`config.mk`:
```
export PLATFORM = sky130hd
export DESIGN_NAME = opacity_fade_engine_unit
export DESIGN_NICKNAME = d
export VERILOG_FILES = /design/src/design/ofe_pkg.sv /design/src/design/ofe_slot_ram.sv /design/src/design/ofe_div.sv /design/src/design/opacity_fade_engine_unit.sv
export SDC_FILE = /design/constraint.sdc
export NUM_CORES = 2
export LEC_CHECK = 0
export BUFFER_PORTS_ARGS = -buffer_cell sky130_fd_sc_hd__clkbuf_2
export CAP_MARGIN = 20
export CORE_MARGIN = 2
export CORE_UTILIZATION = 54
export CTS_CLUSTER_DIAMETER = 120
export DETAILED_ROUTE_END_ITERATION = 10
export PLACE_DENSITY = 0.74
export SETUP_SLACK_MARGIN = 0.02
export SLEW_MARGIN = 10
export SYNTH_ARGS = -nofsm -noshare
export SYNTH_HDL_FRONTEND = slang
export SYNTH_SLANG_ARGS = --single-unit
```
`constraint.sdc`:
```
create_clock -name clk_i -period 12.5 [get_ports clk_i]
set_input_delay 0.625 -clock clk_i [delete_from_list [all_inputs] [get_ports clk_i]]
set_output_delay 0.625 -clock clk_i [all_outputs]
set_load 0.02 [all_outputs]
```
`src/design/ofe_pkg.sv`:
```
package ofe_pkg;

  localparam int FADE_SLOTS      = 16;
  localparam int LEVEL_FRAC_BITS = 16;
  localparam int SLOT_W          = $clog2(FADE_SLOTS);
  localparam int LEVEL_W         = LEVEL_FRAC_BITS + 1;
  localparam int STEP_W          = LEVEL_W + 1;
  localparam int STEPS_W         = LEVEL_W + 1;

  localparam logic [LEVEL_W-1:0] ONE_LEVEL = LEVEL_W'(1) << LEVEL_FRAC_BITS;

  localparam logic [1:0] REQ_SET    = 2'd0;
  localparam logic [1:0] REQ_CANCEL = 2'd1;
  localparam logic [1:0] REQ_TICK   = 2'd2;
  localparam logic [1:0] REQ_QUERY  = 2'd3;

  localparam logic [2:0] EV_LEVEL    = 3'd0;
  localparam logic [2:0] EV_FINISHED = 3'd1;
  localparam logic [2:0] EV_CALLBACK = 3'd2;
  localparam logic [2:0] EV_FULL     = 3'd3;
  localparam logic [2:0] EV_WAIT     = 3'd4;

  typedef struct packed {
    logic [31:0]              window;
    logic [LEVEL_W-1:0]       level;
    logic [LEVEL_W-1:0]       target;
    logic signed [STEP_W-1:0] step;
    logic [7:0]               callback;
  } slot_t;

endpackage

```
`src/design/ofe_slot_ram.sv`:
```
module ofe_slot_ram (
  input  logic                      clk_i,
  input  logic                      we_i,
  input  logic [ofe_pkg::SLOT_W-1:0] waddr_i,
  input  ofe_pkg::slot_t            wdata_i,
  input  logic [ofe_pkg::SLOT_W-1:0] raddr_i,
  output ofe_pkg::slot_t            rdata_o
);
  import ofe_pkg::*;

  slot_t mem [FADE_SLOTS];
  slot_t rdata_q;

  always_ff @(posedge clk_i) begin
    if (we_i) begin
      mem[waddr_i] <= wdata_i;
    end
    rdata_q <= mem[raddr_i];
  end

  assign rdata_o = rdata_q;

endmodule

```
`src/design/ofe_div.sv`:
```
module ofe_div (
  input  logic        clk_i,
  input  logic        rst_ni,
  input  logic        start_i,
  input  logic [31:0] dividend_i,
  input  logic [15:0] divisor_i,
  output logic        done_o,
  output logic [31:0] quot_o
);
  import ofe_pkg::*;

  logic [16:0] rem_q;
  logic [31:0] quot_q;
  logic [15:0] div_q;
  logic [5:0]  cnt_q;
  logic        busy_q;
  logic        done_q;
  logic [16:0] trial;
  logic [16:0] rem_sh;

  assign rem_sh = {rem_q[15:0], quot_q[31]};
  assign trial  = rem_sh - {1'b0, div_q};

  always_ff @(posedge clk_i or negedge rst_ni) begin
    if (!rst_ni) begin
      busy_q <= 1'b0;
      done_q <= 1'b0;
      cnt_q  <= '0;
    end else begin
      done_q <= 1'b0;
      if (start_i) begin
        busy_q <= 1'b1;
        cnt_q  <= '0;
      end else if (busy_q) begin
        cnt_q <= cnt_q + 6'd1;
        if (cnt_q == 6'd31) begin
          busy_q <= 1'b0;
          done_q <= 1'b1;
        end
      end
    end
  end

  always_ff @(posedge clk_i) begin
    if (start_i) begin
      rem_q  <= '0;
      quot_q <= dividend_i;
      div_q  <= divisor_i;
    end else if (busy_q) begin
      if (!trial[16]) begin
        rem_q  <= trial;
        quot_q <= {quot_q[30:0], 1'b1};
      end else begin
        rem_q  <= rem_sh;
        quot_q <= {quot_q[30:0], 1'b0};
      end
    end
  end

  assign done_o = done_q;
  assign quot_o = quot_q;

endmodule

```
`src/design/opacity_fade_engine_unit.sv`:
```
// Opacity fade engine: a table of per-window opacity ramps (Q16 levels).
// Input items arrive on the s_* stream: s_tuser is the request type (set,
// cancel, tick, query), s_tdata holds the request fields. Results leave on
// the m_* stream with m_tuser as event kind and m_tlast on the last result
// of a request. The user must write tick_period_ms over the APB port only
// while idle; the block does not enforce this. One request is handled at a
// time. Set and cancel walk the slot memory slot by slot to find the
// window. A due tick runs a bit-serial divide for the elapsed step count,
// then reads, multiplies and writes back each used slot, skips free slots,
// then gives the wait report. Query and not-due ticks go to the wait report.
// Slot data lives in a single-port-write, registered-read memory; the used
// flags and next tick time are flops. Reset clears all used flags, sets the
// period to 10 ms and next tick time to 0; no clearing pass is needed.
// A stalled receiver holds the output register; the engine waits on it and
// takes a new item as soon as it is back in idle, even with a result held.
module opacity_fade_engine_unit (
  input  logic         clk_i,
  input  logic         rst_ni,
  input  logic         s_tvalid,
  output logic         s_tready,
  // [31:0] window_id, [63:32] now_ms, [80:64] start_level,
  // [99:81] finish_level, [116:100] step_size, [124:117] callback_tag,
  // [125] run_old_callback, [126] override_existing, [127] zero
  input  logic [127:0] s_tdata,
  // [1:0] req_type
  input  logic [1:0]   s_tuser,
  output logic         m_tvalid,
  input  logic         m_tready,
  // [31:0] window_id_out, [48:32] opacity_level, [56:49] callback_out,
  // [73:57] wait_ms, [79:74] zero
  output logic [79:0]  m_tdata,
  // [2:0] event_kind
  output logic [2:0]   m_tuser,
  output logic         m_tlast,
  input  logic         psel,
  input  logic         penable,
  input  logic         pwrite,
  input  logic [2:0]   paddr,
  input  logic [31:0]  pwdata,
  output logic [31:0]  prdata,
  output logic         pready
);
  import ofe_pkg::*;

  typedef enum logic [3:0] {
    S_IDLE, S_LOOK, S_CMP, S_DECIDE, S_OVR_UPD, S_DIV,
    S_TRD, S_TMUL, S_TAPPLY, S_TFIN, S_WAIT
  } state_e;

  state_e state_q;

  logic [15:0] period_q;
  logic [15:0] p_eff;
  logic [FADE_SLOTS-1:0] used_q;
  logic [31:0] next_tick_q;

  logic [1:0]  req_q;
  logic [31:0] win_q;
  logic [31:0] now_q;
  logic [LEVEL_W-1:0] start_q;
  logic signed [18:0] fin_q;
  logic [LEVEL_W-1:0] step_q;
  logic [7:0]  cb_q;
  logic        run_old_q;
  logic        over_q;

  logic [SLOT_W-1:0] idx_q;
  logic        hit_q;
  slot_t       ent_q;
  logic [STEPS_W-1:0] steps_q;
  logic signed [STEP_W+STEPS_W:0] prod_q;

  logic        out_valid_q;
  logic [2:0]  out_kind_q;
  logic [31:0] out_win_q;
  logic [LEVEL_W-1:0] out_level_q;
  logic [7:0]  out_cb_q;
  logic [16:0] out_wait_q;
  logic        out_last_q;

  logic        accept;
  logic        out_free;
  logic        out_load;
  logic        in_due;
  logic        div_start;
  logic        div_done;
  logic [31:0] div_quot;
  logic        ram_we;
  logic [SLOT_W-1:0] ram_waddr;
  logic [SLOT_W-1:0] ram_raddr;
  slot_t       ram_wdata;
  slot_t       ram_rdata;

  logic [SLOT_W-1:0] free_idx;
  logic        free_any;
  logic [LEVEL_W-1:0] fin_clamp;
  logic [LEVEL_W-1:0] base_level;
  logic signed [STEP_W-1:0] new_step;
  slot_t       set_entry;
  logic signed [STEP_W+STEPS_W+1:0] cur_wide;
  logic [LEVEL_W-1:0] cur_level;
  logic        tick_done;
  logic signed [31:0] wait_diff;
  logic [16:0] wait_val;
  logic [32:0] steps_wide;
  logic        last_idx;

  localparam logic [SLOT_W-1:0] LAST_SLOT = SLOT_W'(FADE_SLOTS - 1);

  assign pready   = 1'b1;
  assign prdata   = paddr[2] ? 32'd0 : {16'd0, period_q};
  assign p_eff    = (period_q == 16'd0) ? 16'd1 : period_q;
  assign s_tready = (state_q == S_IDLE);
  assign accept   = s_tvalid && s_tready;
  assign out_free = !out_valid_q || m_tready;
  assign last_idx = (idx_q == LAST_SLOT);
  assign in_due   = !($signed(next_tick_q - s_tdata[63:32]) > 32'sd0);
  assign div_start = accept && (s_tuser == REQ_TICK) && in_due;

  always_comb begin
    free_idx = '0;
    free_any = 1'b0;
    for (int i = FADE_SLOTS - 1; i >= 0; i--) begin
      if (!used_q[i]) begin
        free_idx = SLOT_W'(i);
        free_any = 1'b1;
      end
    end
  end

  always_comb begin
    if (fin_q < 19'sd0) begin
      fin_clamp = '0;
    end else if (fin_q > $signed({2'b00, ONE_LEVEL})) begin
      fin_clamp = ONE_LEVEL;
    end else begin
      fin_clamp = fin_q[LEVEL_W-1:0];
    end
    if (hit_q) begin
      base_level = ent_q.level;
    end else begin
      base_level = (start_q > ONE_LEVEL) ? ONE_LEVEL : start_q;
    end
    if (base_level < fin_clamp) begin
      new_step = $signed({1'b0, step_q});
    end else if (base_level > fin_clamp) begin
      new_step = -$signed({1'b0, step_q});
    end else begin
      new_step = hit_q ? ent_q.step : '0;
    end
    set_entry.window   = win_q;
    set_entry.level    = base_level;
    set_entry.target   = fin_clamp;
    set_entry.step     = new_step;
    set_entry.callback = cb_q;
  end

  always_comb begin
    cur_wide = $signed({{(STEP_W+STEPS_W+2-LEVEL_W){1'b0}}, ent_q.level}) +
               (STEP_W+STEPS_W+2)'(prod_q);
    if (cur_wide >= $signed({{(STEP_W+STEPS_W+2-LEVEL_W){1'b0}}, ONE_LEVEL})) begin
      cur_level = ONE_LEVEL;
    end else if (cur_wide < 0) begin
      cur_level = '0;
    end else begin
      cur_level = cur_wide[LEVEL_W-1:0];
    end
    if (ent_q.step > 0) begin
      tick_done = (cur_level >= ent_q.target);
    end else begin
      tick_done = (cur_level <= ent_q.target);
    end
  end

  always_comb begin
    wait_diff = $signed(next_tick_q - now_q);
    if (used_q == '0) begin
      wait_val = '1;
    end else if (wait_diff < 32'sd0) begin
      wait_val = '0;
    end else if (wait_diff > 32'sd65535) begin
      wait_val = 17'd65535;
    end else begin
      wait_val = wait_diff[16:0];
    end
  end

  // output register takes a new result this cycle
  always_comb begin
    out_load = 1'b0;
    case (state_q)
      S_DECIDE: begin
        if (req_q == REQ_CANCEL) begin
          out_load = hit_q && out_free;
        end else if (!hit_q) begin
          out_load = out_free;
        end else begin
          out_load = over_q && run_old_q && (ent_q.callback != 8'd0) && out_free;
        end
      end
      S_OVR_UPD, S_TAPPLY, S_WAIT: begin
        out_load = out_free;
      end
      default: begin
        out_load = 1'b0;
      end
    endcase
  end

  assign steps_wide = {1'b0, div_quot} + 33'd1;

  always_comb begin
    ram_we    = 1'b0;
    ram_waddr = hit_q ? idx_q : free_idx;
    ram_wdata = set_entry;
    ram_raddr = idx_q;
    case (state_q)
      S_DECIDE: begin
        ram_we = (req_q == REQ_SET) && !hit_q && free_any && out_free;
      end
      S_OVR_UPD: begin
        ram_we = out_free;
      end
      S_TAPPLY: begin
        ram_we          = out_free;
        ram_waddr       = idx_q;
        ram_wdata       = ent_q;
        ram_wdata.level = cur_level;
      end
      default: begin
        ram_we = 1'b0;
      end
    endcase
  end

  ofe_slot_ram u_ram (
    .clk_i   (clk_i),
    .we_i    (ram_we),
    .waddr_i (ram_waddr),
    .wdata_i (ram_wdata),
    .raddr_i (ram_raddr),
    .rdata_o (ram_rdata)
  );

  ofe_div u_div (
    .clk_i      (clk_i),
    .rst_ni     (rst_ni),
    .start_i    (div_start),
    .dividend_i (s_tdata[63:32] - next_tick_q),
    .divisor_i  (p_eff),
    .done_o     (div_done),
    .quot_o     (div_quot)
  );

  always_ff @(posedge clk_i or negedge rst_ni) begin
    if (!rst_ni) begin
      state_q     <= S_IDLE;
      period_q    <= 16'd10;
      used_q      <= '0;
      next_tick_q <= '0;
      out_valid_q <= 1'b0;
      idx_q       <= '0;
      hit_q       <= 1'b0;
    end else begin
      if (psel && penable && pwrite && !paddr[2]) begin
        period_q <= pwdata[15:0];
      end
      if (out_load) begin
        out_valid_q <= 1'b1;
      end else if (m_tready) begin
        out_valid_q <= 1'b0;
      end
      case (state_q)
        S_IDLE: begin
          if (accept) begin
            req_q     <= s_tuser;
            win_q     <= s_tdata[31:0];
            now_q     <= s_tdata[63:32];
            start_q   <= s_tdata[80:64];
            fin_q     <= s_tdata[99:81];
            step_q    <= s_tdata[116:100];
            cb_q      <= s_tdata[124:117];
            run_old_q <= s_tdata[125];
            over_q    <= s_tdata[126];
            idx_q     <= '0;
            hit_q     <= 1'b0;
            if (s_tuser == REQ_SET || s_tuser == REQ_CANCEL) begin
              state_q <= S_LOOK;
            end else if (div_start) begin
              state_q <= S_DIV;
            end else begin
              state_q <= S_WAIT;
            end
          end
        end
        S_LOOK: begin
          state_q <= S_CMP;
        end
        S_CMP: begin
          if (used_q[idx_q] && ram_rdata.window == win_q) begin
            hit_q   <= 1'b1;
            ent_q   <= ram_rdata;
            state_q <= S_DECIDE;
          end else if (last_idx) begin
            state_q <= S_DECIDE;
          end else begin
            idx_q   <= idx_q + SLOT_W'(1);
            state_q <= S_LOOK;
          end
        end
        S_DECIDE: begin
          if (req_q == REQ_CANCEL) begin
            if (!hit_q) begin
              state_q <= S_IDLE;
            end else if (out_free) begin
              used_q[idx_q] <= 1'b0;
              out_kind_q    <= EV_FINISHED;
              out_win_q     <= win_q;
              out_level_q   <= ent_q.level;
              out_cb_q      <= ent_q.callback;
              out_wait_q    <= '0;
              out_last_q    <= 1'b1;
              state_q       <= S_IDLE;
            end
          end else if (!hit_q) begin
            if (out_free) begin
              out_win_q   <= win_q;
              out_cb_q    <= '0;
              out_wait_q  <= '0;
              out_last_q  <= 1'b1;
              if (!free_any) begin
                out_kind_q  <= EV_FULL;
                out_level_q <= '0;
              end else begin
                if (used_q == '0) begin
                  next_tick_q <= now_q + {16'd0, p_eff};
                end
                used_q[free_idx] <= 1'b1;
                out_kind_q  <= EV_LEVEL;
                out_level_q <= base_level;
              end
              state_q <= S_IDLE;
            end
          end else if (!over_q) begin
            state_q <= S_IDLE;
          end else if (run_old_q && ent_q.callback != 8'd0) begin
            if (out_free) begin
              out_kind_q  <= EV_CALLBACK;
              out_win_q   <= win_q;
              out_level_q <= ent_q.level;
              out_cb_q    <= ent_q.callback;
              out_wait_q  <= '0;
              out_last_q  <= 1'b0;
              state_q     <= S_OVR_UPD;
            end
          end else begin
            state_q <= S_OVR_UPD;
          end
        end
        S_OVR_UPD: begin
          if (out_free) begin
            out_kind_q  <= EV_LEVEL;
            out_win_q   <= win_q;
            out_level_q <= base_level;
            out_cb_q    <= '0;
            out_wait_q  <= '0;
            out_last_q  <= 1'b1;
            state_q     <= S_IDLE;
          end
        end
        S_DIV: begin
          if (div_done) begin
            steps_q <= (steps_wide[32:STEPS_W] != '0) ? '1 : steps_wide[STEPS_W-1:0];
            idx_q   <= '0;
            state_q <= S_TRD;
          end
        end
        S_TRD: begin
          if (used_q[idx_q]) begin
            state_q <= S_TMUL;
          end else if (last_idx) begin
            state_q <= S_TFIN;
          end else begin
            idx_q <= idx_q + SLOT_W'(1);
          end
        end
        S_TMUL: begin
          ent_q   <= ram_rdata;
          prod_q  <= ram_rdata.step * $signed({1'b0, steps_q});
          state_q <= S_TAPPLY;
        end
        S_TAPPLY: begin
          if (out_free) begin
            out_win_q   <= ent_q.window;
            out_wait_q  <= '0;
            out_last_q  <= 1'b0;
            if (tick_done) begin
              used_q[idx_q] <= 1'b0;
              out_kind_q    <= EV_FINISHED;
              out_level_q   <= ent_q.target;
              out_cb_q      <= ent_q.callback;
            end else begin
              out_kind_q  <= EV_LEVEL;
              out_level_q <= cur_level;
              out_cb_q    <= '0;
            end
            if (last_idx) begin
              state_q <= S_TFIN;
            end else begin
              idx_q   <= idx_q + SLOT_W'(1);
              state_q <= S_TRD;
            end
          end
        end
        S_TFIN: begin
          next_tick_q <= now_q + {16'd0, p_eff};
          state_q     <= S_WAIT;
        end
        S_WAIT: begin
          if (out_free) begin
            out_kind_q  <= EV_WAIT;
            out_win_q   <= '0;
            out_level_q <= '0;
            out_cb_q    <= '0;
            out_wait_q  <= wait_val;
            out_last_q  <= 1'b1;
            state_q     <= S_IDLE;
          end
        end
        default: begin
          state_q <= S_IDLE;
        end
      endcase
    end
  end

  assign m_tvalid = out_valid_q;
  assign m_tuser  = out_kind_q;
  assign m_tlast  = out_last_q;
  assign m_tdata  = {6'd0, out_wait_q, out_cb_q, out_level_q, out_win_q};

endmodule
```
==> flow_summary_export.csv <==
group,metric,value,unit
outcome,outcome,"finished, final reports clean",
route,route.vias.total,59500,
synthesis,synth_warnings,0,
route,wire_per_inst,27.2,um
timing,rsz0062_at_grt,"no",
route,drc,0,
timing,fmaxAchievable,129,MHz
timing,worst_slack,4.75,ns
critical_path,cp.arrival,8.30,ns
clock_tree,clkTransAtPathRegs,0.07,ns
layout,fillerInstances,13100,
critical_path,endpoint_kind,"flop",
clock_tree,cts.sinks,2064,
clock_tree,root_buffer,"clkbuf_16",
timing,final_max_slew_viol_count,0,
critical_path,worst-path-buf-inv,5,
synthesis,synth_edf_count,1874,
place,post-place-ws,4.88,ns
timing,holdWs,0.0581,ns
place,gp_congestion,0.919,
synthesis,synth_cell_types,94,
timing,fin_crit_sh,62.0,%
critical_path,path_cells,"nand2_1 > fa_1 > inv_1 > fa_1 > inv_1 > fa_1 > inv_1 > fa_1 > inv_1 > fa_1 > inv_1 > fa_1 > ha_1 > a21oi_1 > nand3_1 > a311oi_1 > o311a_1 > o31ai_1 > o311a_1 > o21a_1 > o21ai_0 > nand2b_1 > o31ai_1 > xnor2_1",
critical_path,cpPeakStageDelay,1.03,ns
global_routing,grt_max_degree,154,
clock_tree,numCtsBuffers,202,
global_routing,grt_first_pass_wirelength,385000,um
clock_tree,clk_latency,0.87,ns
synthesis,synthFlopType,"edfxtp_1",
critical_path,cp_slowest_cell,"dfxtp_1",
route,drt_pass1_iterations,6,
clock_tree,post_cts_resized,0,
route,drtIter0Drc,7063,
synthesis,ys_seq_elements,2064,
timing,hold_viol,0,
route,wl,259000,um
layout,fin_area,111000,um^2
die,start_util,54.2,%
synthesis,netlist_instances,6575,
layout,drive_gt1_share,17.8,%
clock_tree,htreeDepth,4,
critical_path,critPathMostFrequentCell,"fa_1",
die,core,183000,um^2
clock_tree,cts_tree,"yes",
route,ant_nets,0,
critical_path,critPathTopFamily,"adder cells",
layout,multi_input_area,35600,um^2
worst_hold_path,holdCritPathClass,"in -> reg",
place,dp_hpwl,153000,um
timing,setup_viol,0,
critical_path,required,13.05,ns
place,io_buffers,248,
synthesis,syn_area,99000,um^2
timing,slew_headroom,23.2,%
flow_run,max_cap_violations,0,
timing,worst_slew_pin_slew,1.15,ns
layout,layout.nets,7710,
die,die_x,432,um
synthesis,async_reset_ff_share,3.97,%
global_routing,antenna_found_initial,7,
die,die_y,432,um
critical_path,critPathKind,"reg -> reg",
die,ios,291,
critical_path,critPathMaxFanout,19,
route,vias_per_cell,6.24,
global_routing,grt_pass1_vias,60000,
timing,fin_tns_setup,0,ns
global_routing,overflow,0,
synthesis,synth_area_per_cell,15.1,um^2
timing,post-route-min-period,7.75,ns
layout,seq_area,60500,um^2
layout,syn2layout_area_growth,12.3,%
critical_path,startpoint_type,"flop",
clock_tree,cts_buffer_depth,3,
synthesis,yosysSeqAreaShare,61.1,%
global_routing,grtUsageTotal,27.8,%
timing,skew,0.0860,ns
die,die-area,187000,um^2
die,fp-row-count,157,
place,place_area,103000,um^2
layout by cell type (no fill, tap or decap), types with 39 or more instances in the layout:
| cell type | count |
|---|---|
| o21ai_0 | 229 |
| a22o_1 | 46 |
| mux2_2 | 41 |
| nand3_1 | 73 |
| nand2b_1 | 68 |
| nor3_1 | 56 |
| a21o_1 | 90 |
| clkbuf_16 | 202 |
| dfxtp_1 | 108 |
| mux4_2 | 465 |
| edfxtp_1 | 1874 |
| nor2_1 | 183 |
| dfrtp_1 | 77 |
| nor4_1 | 39 |
| xor2_1 | 66 |
| clkinv_2 | 41 |
| fa_1 | 262 |
| a21oi_1 | 235 |
| ha_1 | 316 |
| nor2b_1 | 51 |
| dlygate4sd3_1 | 121 |
| clkbuf_2 | 247 |
| and2_1 | 128 |
| nand2_1 | 662 |
| mux2i_1 | 45 |
| xnor2_1 | 133 |
| nand4_1 | 63 |
| buf_4 | 106 |
| inv_1 | 471 |
| clkbuf_1 | 45 |
registers in the layout, indices dropped and copies added, names as in the netlist, 17 cells and up, named ones only:
register / cells
out_level_q: 17
u_ram.mem: 1472
now_q: 32
out_win_q: 32
prod_q: 37
u_div.quot_o: 32
out_wait_q: 17
start_q: 17
win_q: 32
ent_q: 92
fin_q: 19
next_tick_q: 32
steps_q: 18
u_ram.rdata_o: 92
step_q: 17
final timing paths:
kind                                   start        endpoint  slack (ns)  cells past startpoint
setup / recovery           u_ram.rdata_o[11]      prod_q[36]        4.75                     24
hold / removal                   s_tdata[68]      start_q[4]        0.06                      1
setup reg to reg           u_ram.rdata_o[11]      prod_q[36]        4.75                     24
hold reg to reg            u_ram.rdata_o[27]       ent_q[27]        0.40                      0
max in group asynchronous             rst_ni  next_tick_q[3]       10.91                      3
min in group asynchronous             rst_ni       used_q[0]        0.36                      2
stage by stage:
stage / util, % / instances
after floorplan: - / 6596
after global placement: 56.4 / 9015
after detailed placement: 56.4 / 9018
after CTS: 60.8 / 9524
after global routing: 60.8 / 9526
final: 60.9 / 9532
worst register-to-register path: stages, from the launching register on:
cell and delay, ns:
dfxtp_1 1.03, nand2_1 0.23, fa_1 0.58, inv_1 0.05, fa_1 0.53, inv_1 0.05, fa_1 0.49, inv_1 0.05
fa_1 0.55, inv_1 0.06, fa_1 0.49, inv_1 0.05, fa_1 0.45, ha_1 0.35, a21oi_1 0.20, nand3_1 0.14
a311oi_1 0.49, o311a_1 0.30, o31ai_1 0.14, o311a_1 0.32, o21a_1 0.18, o21ai_0 0.15, nand2b_1 0.12, o31ai_1 0.31
xnor2_1 0.13
final cells by class:
class	instances	share of cell area (%)
flip-flops and latches	2064	54.4
multi-input cells	3736	32.0
clock buffers	275	5.05
repair buffers	484	3.08
well taps	2385	2.68
inverters	472	1.60
clock inverters	110	1.12
diodes	6	0.0135
per-layer routing:
metal	track usage, %	wire, um
met2	46.0	128000
met4	11.2	10800
met3	4.65	22600
met5	0	49
met1	36.9	97600
synthesized netlist by cell type, types with 46 or more instances:
master / count / area, um^2
and2_1: 128 / 801
a21oi_1: 238 / 1190
nand2_1: 664 / 2490
edfxtp_1: 1874 / 56300
mux4_2: 465 / 10500
fa_1: 262 / 5250
inv_1: 471 / 1770
nand4_1: 63 / 394
a22o_1: 46 / 403
ha_1: 316 / 3950
xnor2_1: 134 / 1170
a21o_1: 90 / 676
xor2_1: 66 / 578
clkbuf_1: 241 / 905
nor2_1: 197 / 739
nand3_1: 73 / 365
nand2b_1: 68 / 425
dfrtp_1: 80 / 2000
o21ai_0: 230 / 1150
dfxtp_1: 108 / 2160
nor3_1: 62 / 310
nor2b_1: 54 / 338
kinds of logic after synthesis:
kind of cell | after synthesis | synth area share (%)
DFF | 2064 | 61.1
and+or+nand+nor | 1476 | 7.16
AOI/OAI and AO/OA | 878 | 5.62
buffers and inverters | 796 | 3.18
muxes | 581 | 11.8
adders and majority gates | 578 | 9.29
xor gates and xnor gates | 200 | 1.77
other | 2 | 0.00759
timing repair:
action                                 CTS  global route
setup endpoints to repair                0             0
endpoints found under the hold margin  154             0
hold buffers                           121             0
buffers inserted                         0             0
Power is left out: the tool's default activity adds up to more than one toggle a clock period on the data nets, which glitch-free logic cannot reach.
